File: config.mk
export PLATFORM = sky130hd
export DESIGN_NAME = float32_to_int64_round_flat
export DESIGN_NICKNAME = d
export VERILOG_FILES = /design/src/rtl/core/f2i_pkg.sv /design/src/rtl/core/f2i_if.sv /design/src/rtl/core/float32_to_int64_round.sv /design/src/flat_wrapper.sv
export SDC_FILE = /design/constraint.sdc
export NUM_CORES = 1
export LEC_CHECK = 0
export BUFFER_PORTS_ARGS = -buffer_cell sky130_fd_sc_hd__buf_2
export CAP_MARGIN = 20
export CORE_MARGIN = 2
export CORE_UTILIZATION = 60
export CTS_CLUSTER_SIZE = 25
export DETAILED_ROUTE_END_ITERATION = 7
export GPL_ROUTABILITY_DRIVEN = 0
export PLACE_DENSITY = 0.78
export RECOVER_POWER = 50
export SLEW_MARGIN = 30
export SYNTH_ARGS = -nofsm -noshare
export SYNTH_HDL_FRONTEND = slang
export SYNTH_SLANG_ARGS = --single-unit
File: constraint.sdc
create_clock -name clk -period 10.26 [get_ports clk]
set_input_delay 0.513 -clock clk [delete_from_list [all_inputs] [get_ports clk]]
set_output_delay 0.513 -clock clk [all_outputs]
set_load 0.01 [all_outputs]
File: src/rtl/core/f2i_pkg.sv
`timescale 1ns / 1ps
// ----------------------------------------------------------------------------
// f2i_pkg: shared types and constants
// Rounding mode codes and field constants for the float to int64 converter.
// ----------------------------------------------------------------------------
package f2i_pkg;

	typedef enum logic [1:0] {
		RM_NEAREST = 2'd0,
		RM_ZERO    = 2'd1,
		RM_PINF    = 2'd2,
		RM_MINF    = 2'd3
	} round_mode_t;

	localparam logic [7:0]  EXP_BIAS       = 8'h7f;
	localparam logic [7:0]  EXP_ALL_ONES   = 8'hff;
	localparam logic [31:0] NEG_TWO63_BITS = 32'hdf000000;
	localparam logic [63:0] INT64_MIN      = 64'h8000000000000000;
	localparam logic [1:0]  REG_ROUND_MODE = 2'd0;

endpackage

File: src/rtl/core/f2i_if.sv
`timescale 1ns / 1ps
// ----------------------------------------------------------------------------
// f2i_in_if / f2i_out_if: item channels
// Valid/ready channels carrying the input word and the conversion result.
// ----------------------------------------------------------------------------
interface f2i_in_if;
	logic        valid;
	logic        ready;
	logic [31:0] float_bits;
	modport source (output valid, output float_bits, input ready);
	modport sink   (input valid, input float_bits, output ready);
endinterface

interface f2i_out_if;
	logic               valid;
	logic               ready;
	logic signed [63:0] int_value;
	logic               invalid_flag;
	logic               inexact_flag;
	modport source (output valid, output int_value, output invalid_flag,
		output inexact_flag, input ready);
	modport sink   (input valid, input int_value, input invalid_flag,
		input inexact_flag, output ready);
endinterface

File: src/rtl/core/float32_to_int64_round.sv
`timescale 1ns / 1ps
// Path: an accepted input passes the s1, s2, s3 and s4 registers before its result is offered.
// Throughput: one item per cycle; the pipeline advances whenever the output
// register is empty or being taken, so a stall freezes all stages together.
// Reset: arst_n clears all valid bits and sets round_mode to nearest even.
// ----------------------------------------------------------------------------
// float32_to_int64_round: IEEE single to signed 64-bit integer conversion
// Four-stage pipeline: unpack, shift, round, negate and output.
// ----------------------------------------------------------------------------
module float32_to_int64_round (
	input  logic        clk,
	input  logic        arst_n,
	f2i_in_if.sink      in_ch,
	f2i_out_if.source   out_ch,
	input  logic        psel,
	input  logic        penable,
	input  logic        pwrite,
	input  logic [1:0]  paddr,
	input  logic [31:0] pwdata,
	output logic [31:0] prdata,
	output logic        pready
);

	// Configuration register; one register at byte address 0.
	f2i_pkg::round_mode_t round_mode_q;
	assign pready = 1'b1;
	assign prdata = {30'd0, round_mode_q};

	always_ff @(posedge clk or negedge arst_n) begin
		if (!arst_n) begin
			round_mode_q <= f2i_pkg::RM_NEAREST;
		end else if (psel && penable && pwrite && paddr == f2i_pkg::REG_ROUND_MODE) begin
			round_mode_q <= f2i_pkg::round_mode_t'(pwdata[1:0]);
		end
	end

	// The whole pipe moves as one when the output slot can take a new item.
	logic adv;
	logic v_s1, v_s2, v_s3, v_s4;
	assign adv = !v_s4 || out_ch.ready;
	assign in_ch.ready = adv;

	// Stage 1: unpack. sig is the 24-bit significand; exp_u is the unbiased
	// exponent plus 127 (so e >= 23 means exp_u >= 150).
	logic        neg_s1, spec_s1, big_s1, exact_s1;
	logic [23:0] sig_s1;
	logic [5:0]  sh_s1;   // left shift for exact values, right shift otherwise
	logic [7:0]  ef;
	logic [8:0]  eu;

	always_comb begin
		ef = in_ch.float_bits[30:23];
		eu = (ef == 8'd0) ? 9'd1 : {1'b0, ef};
	end

	always_ff @(posedge clk) begin
		if (adv) begin
			neg_s1   <= in_ch.float_bits[31];
			sig_s1   <= {(ef != 8'd0), in_ch.float_bits[22:0]};
			spec_s1  <= (ef == f2i_pkg::EXP_ALL_ONES);
			big_s1   <= (eu >= 9'd190) && (ef != f2i_pkg::EXP_ALL_ONES)
				&& (in_ch.float_bits != f2i_pkg::NEG_TWO63_BITS);
			exact_s1 <= (eu >= 9'd150);
			if (eu >= 9'd150)
				sh_s1 <= 6'((eu - 9'd150) & 9'h3f);
			else if (eu <= 9'd110)
				sh_s1 <= 6'd40;
			else
				sh_s1 <= 6'(9'd150 - eu);
		end
	end

	// Stage 2: shift. Right shifts keep a 40-bit fraction field below the point.
	logic        neg_s2, spec_s2, big_s2;
	logic [63:0] mag_s2;
	logic [39:0] rem_s2;
	logic [39:0] half_s2;
	logic [63:0] wide_r;

	always_comb begin
		wide_r = {sig_s1, 40'd0} >> sh_s1;
	end

	always_ff @(posedge clk) begin
		if (adv) begin
			neg_s2  <= neg_s1;
			spec_s2 <= spec_s1;
			big_s2  <= big_s1;
			if (exact_s1) begin
				mag_s2  <= {40'd0, sig_s1} << sh_s1;
				rem_s2  <= 40'd0;
			end else begin
				mag_s2  <= {40'd0, wide_r[63:40]};
				rem_s2  <= wide_r[39:0];
			end
			half_s2 <= 40'h8000000000;
		end
	end

	// Stage 3: round decision and increment.
	logic        neg_s3, spec_s3, big_s3, inx_s3;
	logic [63:0] mag_s3;
	logic        up;

	always_comb begin
		case (round_mode_q)
			f2i_pkg::RM_NEAREST: up = (rem_s2 > half_s2)
				|| (rem_s2 == half_s2 && mag_s2[0]);
			f2i_pkg::RM_ZERO:    up = 1'b0;
			f2i_pkg::RM_PINF:    up = (rem_s2 != 40'd0) && !neg_s2;
			f2i_pkg::RM_MINF:    up = (rem_s2 != 40'd0) && neg_s2;
			default:             up = 1'b0;
		endcase
	end

	always_ff @(posedge clk) begin
		if (adv) begin
			neg_s3  <= neg_s2;
			spec_s3 <= spec_s2;
			big_s3  <= big_s2;
			inx_s3  <= (rem_s2 != 40'd0);
			mag_s3  <= mag_s2 + {63'd0, up};
		end
	end

	// Stage 4: negate, substitute the invalid result, hold for the consumer.
	logic [63:0] res_s4;
	logic        inv_s4, inx_s4;

	always_ff @(posedge clk) begin
		if (adv) begin
			if (spec_s3 || big_s3) begin
				res_s4 <= f2i_pkg::INT64_MIN;
				inv_s4 <= 1'b1;
				inx_s4 <= 1'b0;
			end else begin
				res_s4 <= neg_s3 ? (64'd0 - mag_s3) : mag_s3;
				inv_s4 <= 1'b0;
				inx_s4 <= inx_s3;
			end
		end
	end

	always_ff @(posedge clk or negedge arst_n) begin
		if (!arst_n) begin
			v_s1 <= 1'b0;
			v_s2 <= 1'b0;
			v_s3 <= 1'b0;
			v_s4 <= 1'b0;
		end else if (adv) begin
			v_s1 <= in_ch.valid;
			v_s2 <= v_s1;
			v_s3 <= v_s2;
			v_s4 <= v_s3;
		end
	end

	assign out_ch.valid        = v_s4;
	assign out_ch.int_value    = res_s4;
	assign out_ch.invalid_flag = inv_s4;
	assign out_ch.inexact_flag = inx_s4;

`ifndef NO_ASSERTIONS
	a_inv_value: assert property (@(posedge clk) disable iff (!arst_n)
		v_s4 && inv_s4 |-> res_s4 == f2i_pkg::INT64_MIN && !inx_s4)
		else $error("invalid result without most negative value");
	a_stall_holds: assert property (@(posedge clk) disable iff (!arst_n)
		v_s4 && !out_ch.ready |=> v_s4 && $stable(res_s4))
		else $error("stalled result changed");
	a_pipe_move: assert property (@(posedge clk) disable iff (!arst_n)
		adv && v_s3 |=> v_s4)
		else $error("item lost between stages");
`endif

endmodule
File: src/flat_wrapper.sv
// flat-port wrapper written by rule: the top's interface ports become plain ports
module float32_to_int64_round_flat 
  (clk, arst_n, psel, penable, pwrite, paddr, pwdata, prdata, pready, in_ch_valid, in_ch_float_bits, in_ch_ready, out_ch_valid, out_ch_int_value, out_ch_invalid_flag, out_ch_inexact_flag, out_ch_ready);
  f2i_in_if in_ch_i ();
  f2i_out_if out_ch_i ();
  input  logic clk;
  input  logic arst_n;
  input  logic psel;
  input  logic penable;
  input  logic pwrite;
  input  logic [1:0] paddr;
  input  logic [31:0] pwdata;
  output logic [31:0] prdata;
  output logic pready;
  input wire logic [$bits(in_ch_i.valid)-1:0] in_ch_valid;
  input wire logic [$bits(in_ch_i.float_bits)-1:0] in_ch_float_bits;
  output wire logic [$bits(in_ch_i.ready)-1:0] in_ch_ready;
  output wire logic [$bits(out_ch_i.valid)-1:0] out_ch_valid;
  output wire logic [$bits(out_ch_i.int_value)-1:0] out_ch_int_value;
  output wire logic [$bits(out_ch_i.invalid_flag)-1:0] out_ch_invalid_flag;
  output wire logic [$bits(out_ch_i.inexact_flag)-1:0] out_ch_inexact_flag;
  input wire logic [$bits(out_ch_i.ready)-1:0] out_ch_ready;
  assign in_ch_i.valid = in_ch_valid;
  assign in_ch_i.float_bits = in_ch_float_bits;
  assign in_ch_ready = in_ch_i.ready;
  assign out_ch_valid = out_ch_i.valid;
  assign out_ch_int_value = out_ch_i.int_value;
  assign out_ch_invalid_flag = out_ch_i.invalid_flag;
  assign out_ch_inexact_flag = out_ch_i.inexact_flag;
  assign out_ch_i.ready = out_ch_ready;
  float32_to_int64_round u_core (.clk(clk), .arst_n(arst_n), .in_ch(in_ch_i), .out_ch(out_ch_i), .psel(psel), .penable(penable), .pwrite(pwrite), .paddr(paddr), .pwdata(pwdata), .prdata(prdata), .pready(pready));
endmodule
==> results of run 1 <==
==> sequential cells by signal, summed over array words and instances, names as in the netlist, 2 cells and up <==
signal                   flops
u_core.mag_s3               64
u_core.mag_s2               64
u_core.out_ch.int_value     64
u_core.round_mode_q          2
u_core.sig_s1               24
u_core.sh_s1                 6
u_core.rem_s2               40
==> power by group through the flow <==
stage / logic [W] / clock network [W] / registers, W
after floorplan: 0.00120 / 0 / 0.00224
after global placement: 0.00173 / 0 / 0.00215
after detailed placement: 0.00176 / 0 / 0.00217
after CTS: 0.00177 / 0.00107 / 0.00215
after global routing: 0.00192 / 0.00111 / 0.00224
final: 0.00179 / 0.00105 / 0.00218
==> timing repair <==
item                                   4_1_cts  5_1_grt
hold buffers                                 1        0
buffers inserted                             0        0
endpoints found under the hold margin        6        0
==> cells by family after synthesis <==
group / share of synthesized area
buf+inv: 0.0423
compound gates: 0.122
fa+ha+maj: 0.00303
flops: 0.510
mux: 0.104
xor+xnor: 0.0499
other cells: 0.000455
simple gates: 0.169
==> critical path: stages (launching register included) <==
cell and delay, ns:
dfrtp_1 0.37, nand2b_1 1.95, clkbuf_1 3.14
==> routing by layer <==
metal | vias up | GRT usage
met3 | 235 | 0.0570
met1 | 5904 | 0.360
met2 | 797 | 0.438
met4 | 0 | 0.148
met5 | - | 0
li1 | 5905 | -
==> area by class of cell <==
class,instances,area (um^2)
Inverter,26,97.6
Clock inverter,23,231
Fill cell,2033,8960
Tap cell,341,427
Timing Repair Buffer,130,582
Sequential cell,281,8410
Clock buffer,30,729
Multi-Input combinational cell,1104,7510
==> cell usage in the layout, fill, tap and decap left out, types with 25 or more instances in the layout <==
master and instances:
o21ai_0 64, xnor2_1 29, conb_1 31, xor2_1 65, o22ai_1 47, nor4_1 27, nand4_1 34, or3_1 39
clkbuf_1 89, mux2i_1 54, a21oi_1 42, nor3_1 47, nand2_1 132, nand3_1 52, edfxtp_1 275, mux4_2 43
buf_2 28, clkbuf_16 29, nor2_1 133, inv_1 25
==> worst paths after layout <==
check | start | endpoint | cells past startpoint
worst max register to register | u_core.out_ch.valid$_DFFE_PN0P_ | u_core.sig_s1[10]$_DFFE_PP_ | 2
worst max-delay path | u_core.out_ch.valid$_DFFE_PN0P_ | u_core.sig_s1[10]$_DFFE_PP_ | 2
worst min-delay path | in_ch_float_bits[7] | u_core.sig_s1[7]$_DFFE_PP_ | 1
worst min register to register | u_core.spec_s1$_DFFE_PP_ | u_core.spec_s2$_DFFE_PP_ | 0
min in group asynchronous | arst_n | u_core.v_s2$_DFFE_PN0P_ | 2
max in group asynchronous | arst_n | u_core.round_mode_q[1]$_DFFE_PN0P_ | 2
==> through the flow <==
step / cells / instance area [um^2]
floorplan: 1536 / 16600
global placement: 1881 / 17100
detailed placement: 1881 / 17100
CTS: 1935 / 18100
global route: 1935 / 18000
finish: 1935 / 18000
==> synth_stat cells (18+ instances only) <==
cell / count / area share
a21oi_1: 42 / 0.013
and3_1: 20 / 0.0076
buf_4: 32 / 0.015
clkbuf_1: 70 / 0.016
edfxtp_1: 275 / 0.50
inv_1: 25 / 0.0057
mux2_2: 18 / 0.012
mux2i_1: 54 / 0.033
mux4_2: 43 / 0.059
nand2_1: 132 / 0.030
nand3_1: 52 / 0.016
nand4_1: 34 / 0.013
nor2_1: 134 / 0.030
nor3_1: 47 / 0.014
nor4_1: 28 / 0.011
o21ai_0: 64 / 0.019
o22ai_1: 47 / 0.018
o41ai_1: 22 / 0.012
or3_1: 39 / 0.015
xnor2_1: 29 / 0.015
xor2_1: 65 / 0.034
==> reports/qor.yml, run 1 <==
die:
  dieArea_mm2: 0.0288
  die-width_um: 170
  core_area_mm2: 0.0270
  die_height_um: 170
  boundaryPins: 174
  start_util: 0.612
  placementRows: 60
timing:
  finClkSkew_ns: 0.00871
  finalCriticalPeriod_ns: 6.05
  tns_ns: 0
  max_freq_ghz: 0.165
  finalSetupViolCount: 0
  worst_slew_pin_slew_ns: 4.30
  drv_slew: 276
  rsz0062_at_grt: "no"
  hold_slack_ns: 0.130
  period_share: 0.590
  slew-limit-headroom: -1.87
  hold_viol: 0
  setup_ws_ns: 4.21
cts:
  clockRootBuffer: "clkbuf_16"
  cts_resized: 0
  clock-sinks: 281
  htreeDepth: 1
  clk_path_buf_depth: 3
  path_clk_slew_ns: 0.06
  tritoncts: "done"
  insertion_delay_ns: 0.57
  numCtsBuffers: 29
detailed_routing:
  postRouteAntennaNets: 0
  met2_length_um: 18100
  num_vias: 12800
  dr.pass1.iters: 8
  drc_errors: 1
  vias_per_cell: 6.64
  drt-wirelength-per-cell_um: 20.8
  drt-met1-wl_um: 15600
  dr_wl_met3_um: 3780
  finalWirelength_um: 40300
  top_layer: "met4"
  drt_iter0_drc: 1862
finish:
  nets: 1649
  postLayoutCoreUtil: 0.667
  syn2layout_area_growth_pct: 9.01
  drive_above_1_share: 0.105
  n_antenna_cell: 0
synth:
  synthCells: 1507
  synth_warnings: 0
  async_flop_share: 0.0214
  synth_edf_count: 275
  ys_types: 66
  syn_avg_cell_area_um2: 11.0
  seq_area_frac_synth: 0.510
  ys.flop_type: "edfxtp_1"
  synth_seq_cells: 281
  synth_area_mm2: 0.0165
power_and_ir_drop:
  switchingPower_w: 0.00191
  pwr_density_cell_mw_per_mm2: 279
  seqPwrFrac: 0.434
  power.leakage_nw: 6.41
  clockPowerShare: 0.209
  pwr-share-comb: 0.357
  peakVddDrop_mv: 0.206
  total_power_w: 0.00503
  power.share.switching: 0.380
  p_int_w: 0.00312
worst_setup_path:
  crit_fanout: 85
  r2r_setup_slack_ns: 4.21
  worstPathArrival_ns: 6.12
  crit_type: "register to register"
  end_kind: "register"
  worstPathRequired_ns: 10.33
  crit_path_start_kind: "register"
place:
  place_ws_ns: 6.89
  dpl.hpwl_um: 28200
  io_buffers: 112
global_route:
  grt_overflow: 0
  grt_pass1_wl_um: 62200
  grt_pass1_vias: 11500
  grt_max_degree: 86
  grt_usage: 0.276
  antenna_found_initial: 0
run_status:
  violations: "design-rule violations, max-capacitance violations, max-slew violations"
  status: "finished with violations"
run:
  max_cap_violations: 4
hold_path:
  holdCritPathClass: "input pin to register"
Note: power is estimated with default switching activity, not from simulation.
==> inputs of run 2 (changes only) <==
- clock period: 10.26 -> 6.2 ns (I/O delays scaled with it)
==> run 2 against run 1 <==
Effect of this change:
- the run still ends with design-rule violations, max-capacitance violations, max-slew violations left
- register-to-register slack worse by 1.5 ns
- global-route usage grew 0.38 points
- die area is the same
- via count is 1.3% higher
- design area rose by 1.5%
- setup slack lost 1.5 ns
- sequential cell count is the same
- worst hold slack worse by 0.0031 ns
- clock power is 62% higher
- wire length up 1.5%
==> reports/qor.yml, run 2 (synthesized netlist as in run 1, its figures left out) <==
cts:
  post-cts-setup-buffers: 0
  clk_path_buf_depth: 3
  numCtsBuffers: 29
  htreeDepth: 1
  clockRootBuffer: "clkbuf_16"
  tritoncts: "done"
  insertion_delay_ns: 0.58
  clock-sinks: 281
  path_clk_slew_ns: 0.06
global_route:
  grt_pass1_vias: 11700
  grt_usage: 0.280
  antenna_found_initial: 1
  grt_overflow: 0
  grt_pass1_wl_um: 63200
  grt_max_degree: 196
run_status:
  violations: "design-rule violations, max-capacitance violations, max-slew violations"
  status: "finished with violations"
worst_setup_path:
  worstPathArrival_ns: 3.74
  r2r_setup_slack_ns: 2.67
  end_kind: "register"
  critical-path-top-delay-family: "buffers and inverters"
  crit_type: "register to register"
  crit_path_start_kind: "register"
  cp_slowest_stage_delay_ns: 1.95
  reg2reg_depth: 3
  r2r_end: "u_core.mag_s2[25]$_SDFFCE_PP0P_"
  cp.depth: 3
  path_cells: "nand2b_1, clkbuf_1, buf_16"
  worstPathRequired_ns: 6.40
  cp.buffers_inverters: 2
  critPathSlowestCell: "clkbuf_1"
  cp-startpoint: "u_core.out_ch.valid$_DFFE_PN0P_"
  r2r_start: "u_core.out_ch.valid$_DFFE_PN0P_"
  crit_fanout: 144
  cp-endpoint: "u_core.mag_s2[25]$_SDFFCE_PP0P_"
die:
  start_util: 0.612
  core_area_mm2: 0.0270
  dieArea_mm2: 0.0288
  boundaryPins: 174
  die-width_um: 170
  placementRows: 60
  die_height_um: 170
finish:
  syn2layout_area_growth_pct: 10.6
  nets: 1675
  layout.cells.most_common: "edfxtp_1"
  drive_above_1_share: 0.101
  final_cell_mix: "edfxtp_1, nor2_1, nand2_1, clkbuf_1, xor2_1"
timing:
  slew-limit-headroom: -0.813
  period_share: 0.570
  drv_slew: 87
  tns_ns: 0
  finalCriticalPeriod_ns: 3.53
  finClkSkew_ns: 0.0223
  finalSetupViolCount: 0
  setup_ws_ns: 2.67
  hold_viol: 0
  rsz0062_at_grt: "no"
  max_freq_ghz: 0.283
  worst_slew_pin_slew_ns: 2.72
hold_path:
  holdCritPathClass: "input pin to register"
detailed_routing:
  dr.pass1.iters: 8
  drc_errors: 44
  num_vias: 13000
  vias_per_cell: 6.63
  dr_wl_met3_um: 3860
  finalWirelength_um: 40900
  drt-wirelength-per-cell_um: 20.9
  met2_length_um: 18900
  postRouteAntennaNets: 0
  drt_iter0_drc: 1721
  drt-met1-wl_um: 15300
  top_layer: "met4"
power_and_ir_drop:
  pwr_density_cell_mw_per_mm2: 453
  power.leakage_nw: 6.51
  power.share.switching: 0.382
  peakVddDrop_mv: 0.273
  clockPowerShare: 0.205
  total_power_w: 0.00827
  seqPwrFrac: 0.435
  pwr-share-comb: 0.360
  p_int_w: 0.00511
  switchingPower_w: 0.00316
run:
  max_cap_violations: 2
place:
  dpl.hpwl_um: 28000
  io_buffers: 112
  place_ws_ns: 2.82
[run 2: worst min path at each step]
stage               slack (ns)            startpoint                            endpoint  cells after the start
floorplan                 0.01                arst_n     u_core.out_ch.valid$_DFFE_PN0P_                      0
global placement          0.14                arst_n  u_core.round_mode_q[0]$_DFFE_PN0P_                      1
detailed placement        0.14                arst_n  u_core.round_mode_q[0]$_DFFE_PN0P_                      1
CTS                       0.06          out_ch_ready     u_core.out_ch.valid$_DFFE_PN0P_                      3
global route              0.15  in_ch_float_bits[30]             u_core.big_s1$_DFFE_PP_                      2
finish                    0.13  in_ch_float_bits[30]             u_core.big_s1$_DFFE_PP_                      2
[run 2: metal layers]
layer	global-route usage	vias to the layer above
li1	-	5958
met1	0.346	6015
met2	0.456	818
met3	0.0640	215
met4	0.159	0
met5	0	-
[run 2: worst register-to-register path, stage by stage (launching register included)]
cell,delay [ns]
dfrtp_1,0.39
nand2b_1,0.18
clkbuf_1,1.95
buf_16,0.58
[run 2: per-stage QoR]
| stage | hold WS, ns | cells | utilization | instance area, um^2 |
|---|---|---|---|---|
| 6_report | 0.127 | 1961 | 0.677 | 18300 |
| 5_1_grt | 0.149 | 1960 | 0.677 | 18300 |
| 4_1_cts | 0.0625 | 1958 | 0.681 | 18300 |
| 3_5_place_dp | 0.140 | 1878 | 0.636 | 17100 |
| 3_3_place_gp | 0.136 | 1878 | 0.635 | 17100 |
| 2_1_floorplan | 0.0144 | 1536 | - | 16600 |
[run 2: final cells by class]
cell class,count,area (um^2)
diodes,1,2.50
clock buffers,32,737
clock inverters,20,195
fillers,2076,8700
inverters,26,97.6
multi-input cells,1104,7510
flip-flops and latches,281,8410
well taps,341,427
repair buffers,156,875
[run 2: power groups by stage]
stage               Sequential (W)  Clock [W]  Combinational (W)
floorplan                  0.00364          0            0.00198
global placement           0.00357          0            0.00284
detailed placement         0.00361          0            0.00290
CTS                        0.00358    0.00173            0.00293
global route               0.00369    0.00179            0.00319
finish                     0.00360    0.00170            0.00298
[run 2: what timing repair did]
action	in CTS	in global routing
hold endpoints to repair	33	0
hold buffers	28	0
gates resized for setup	0	0
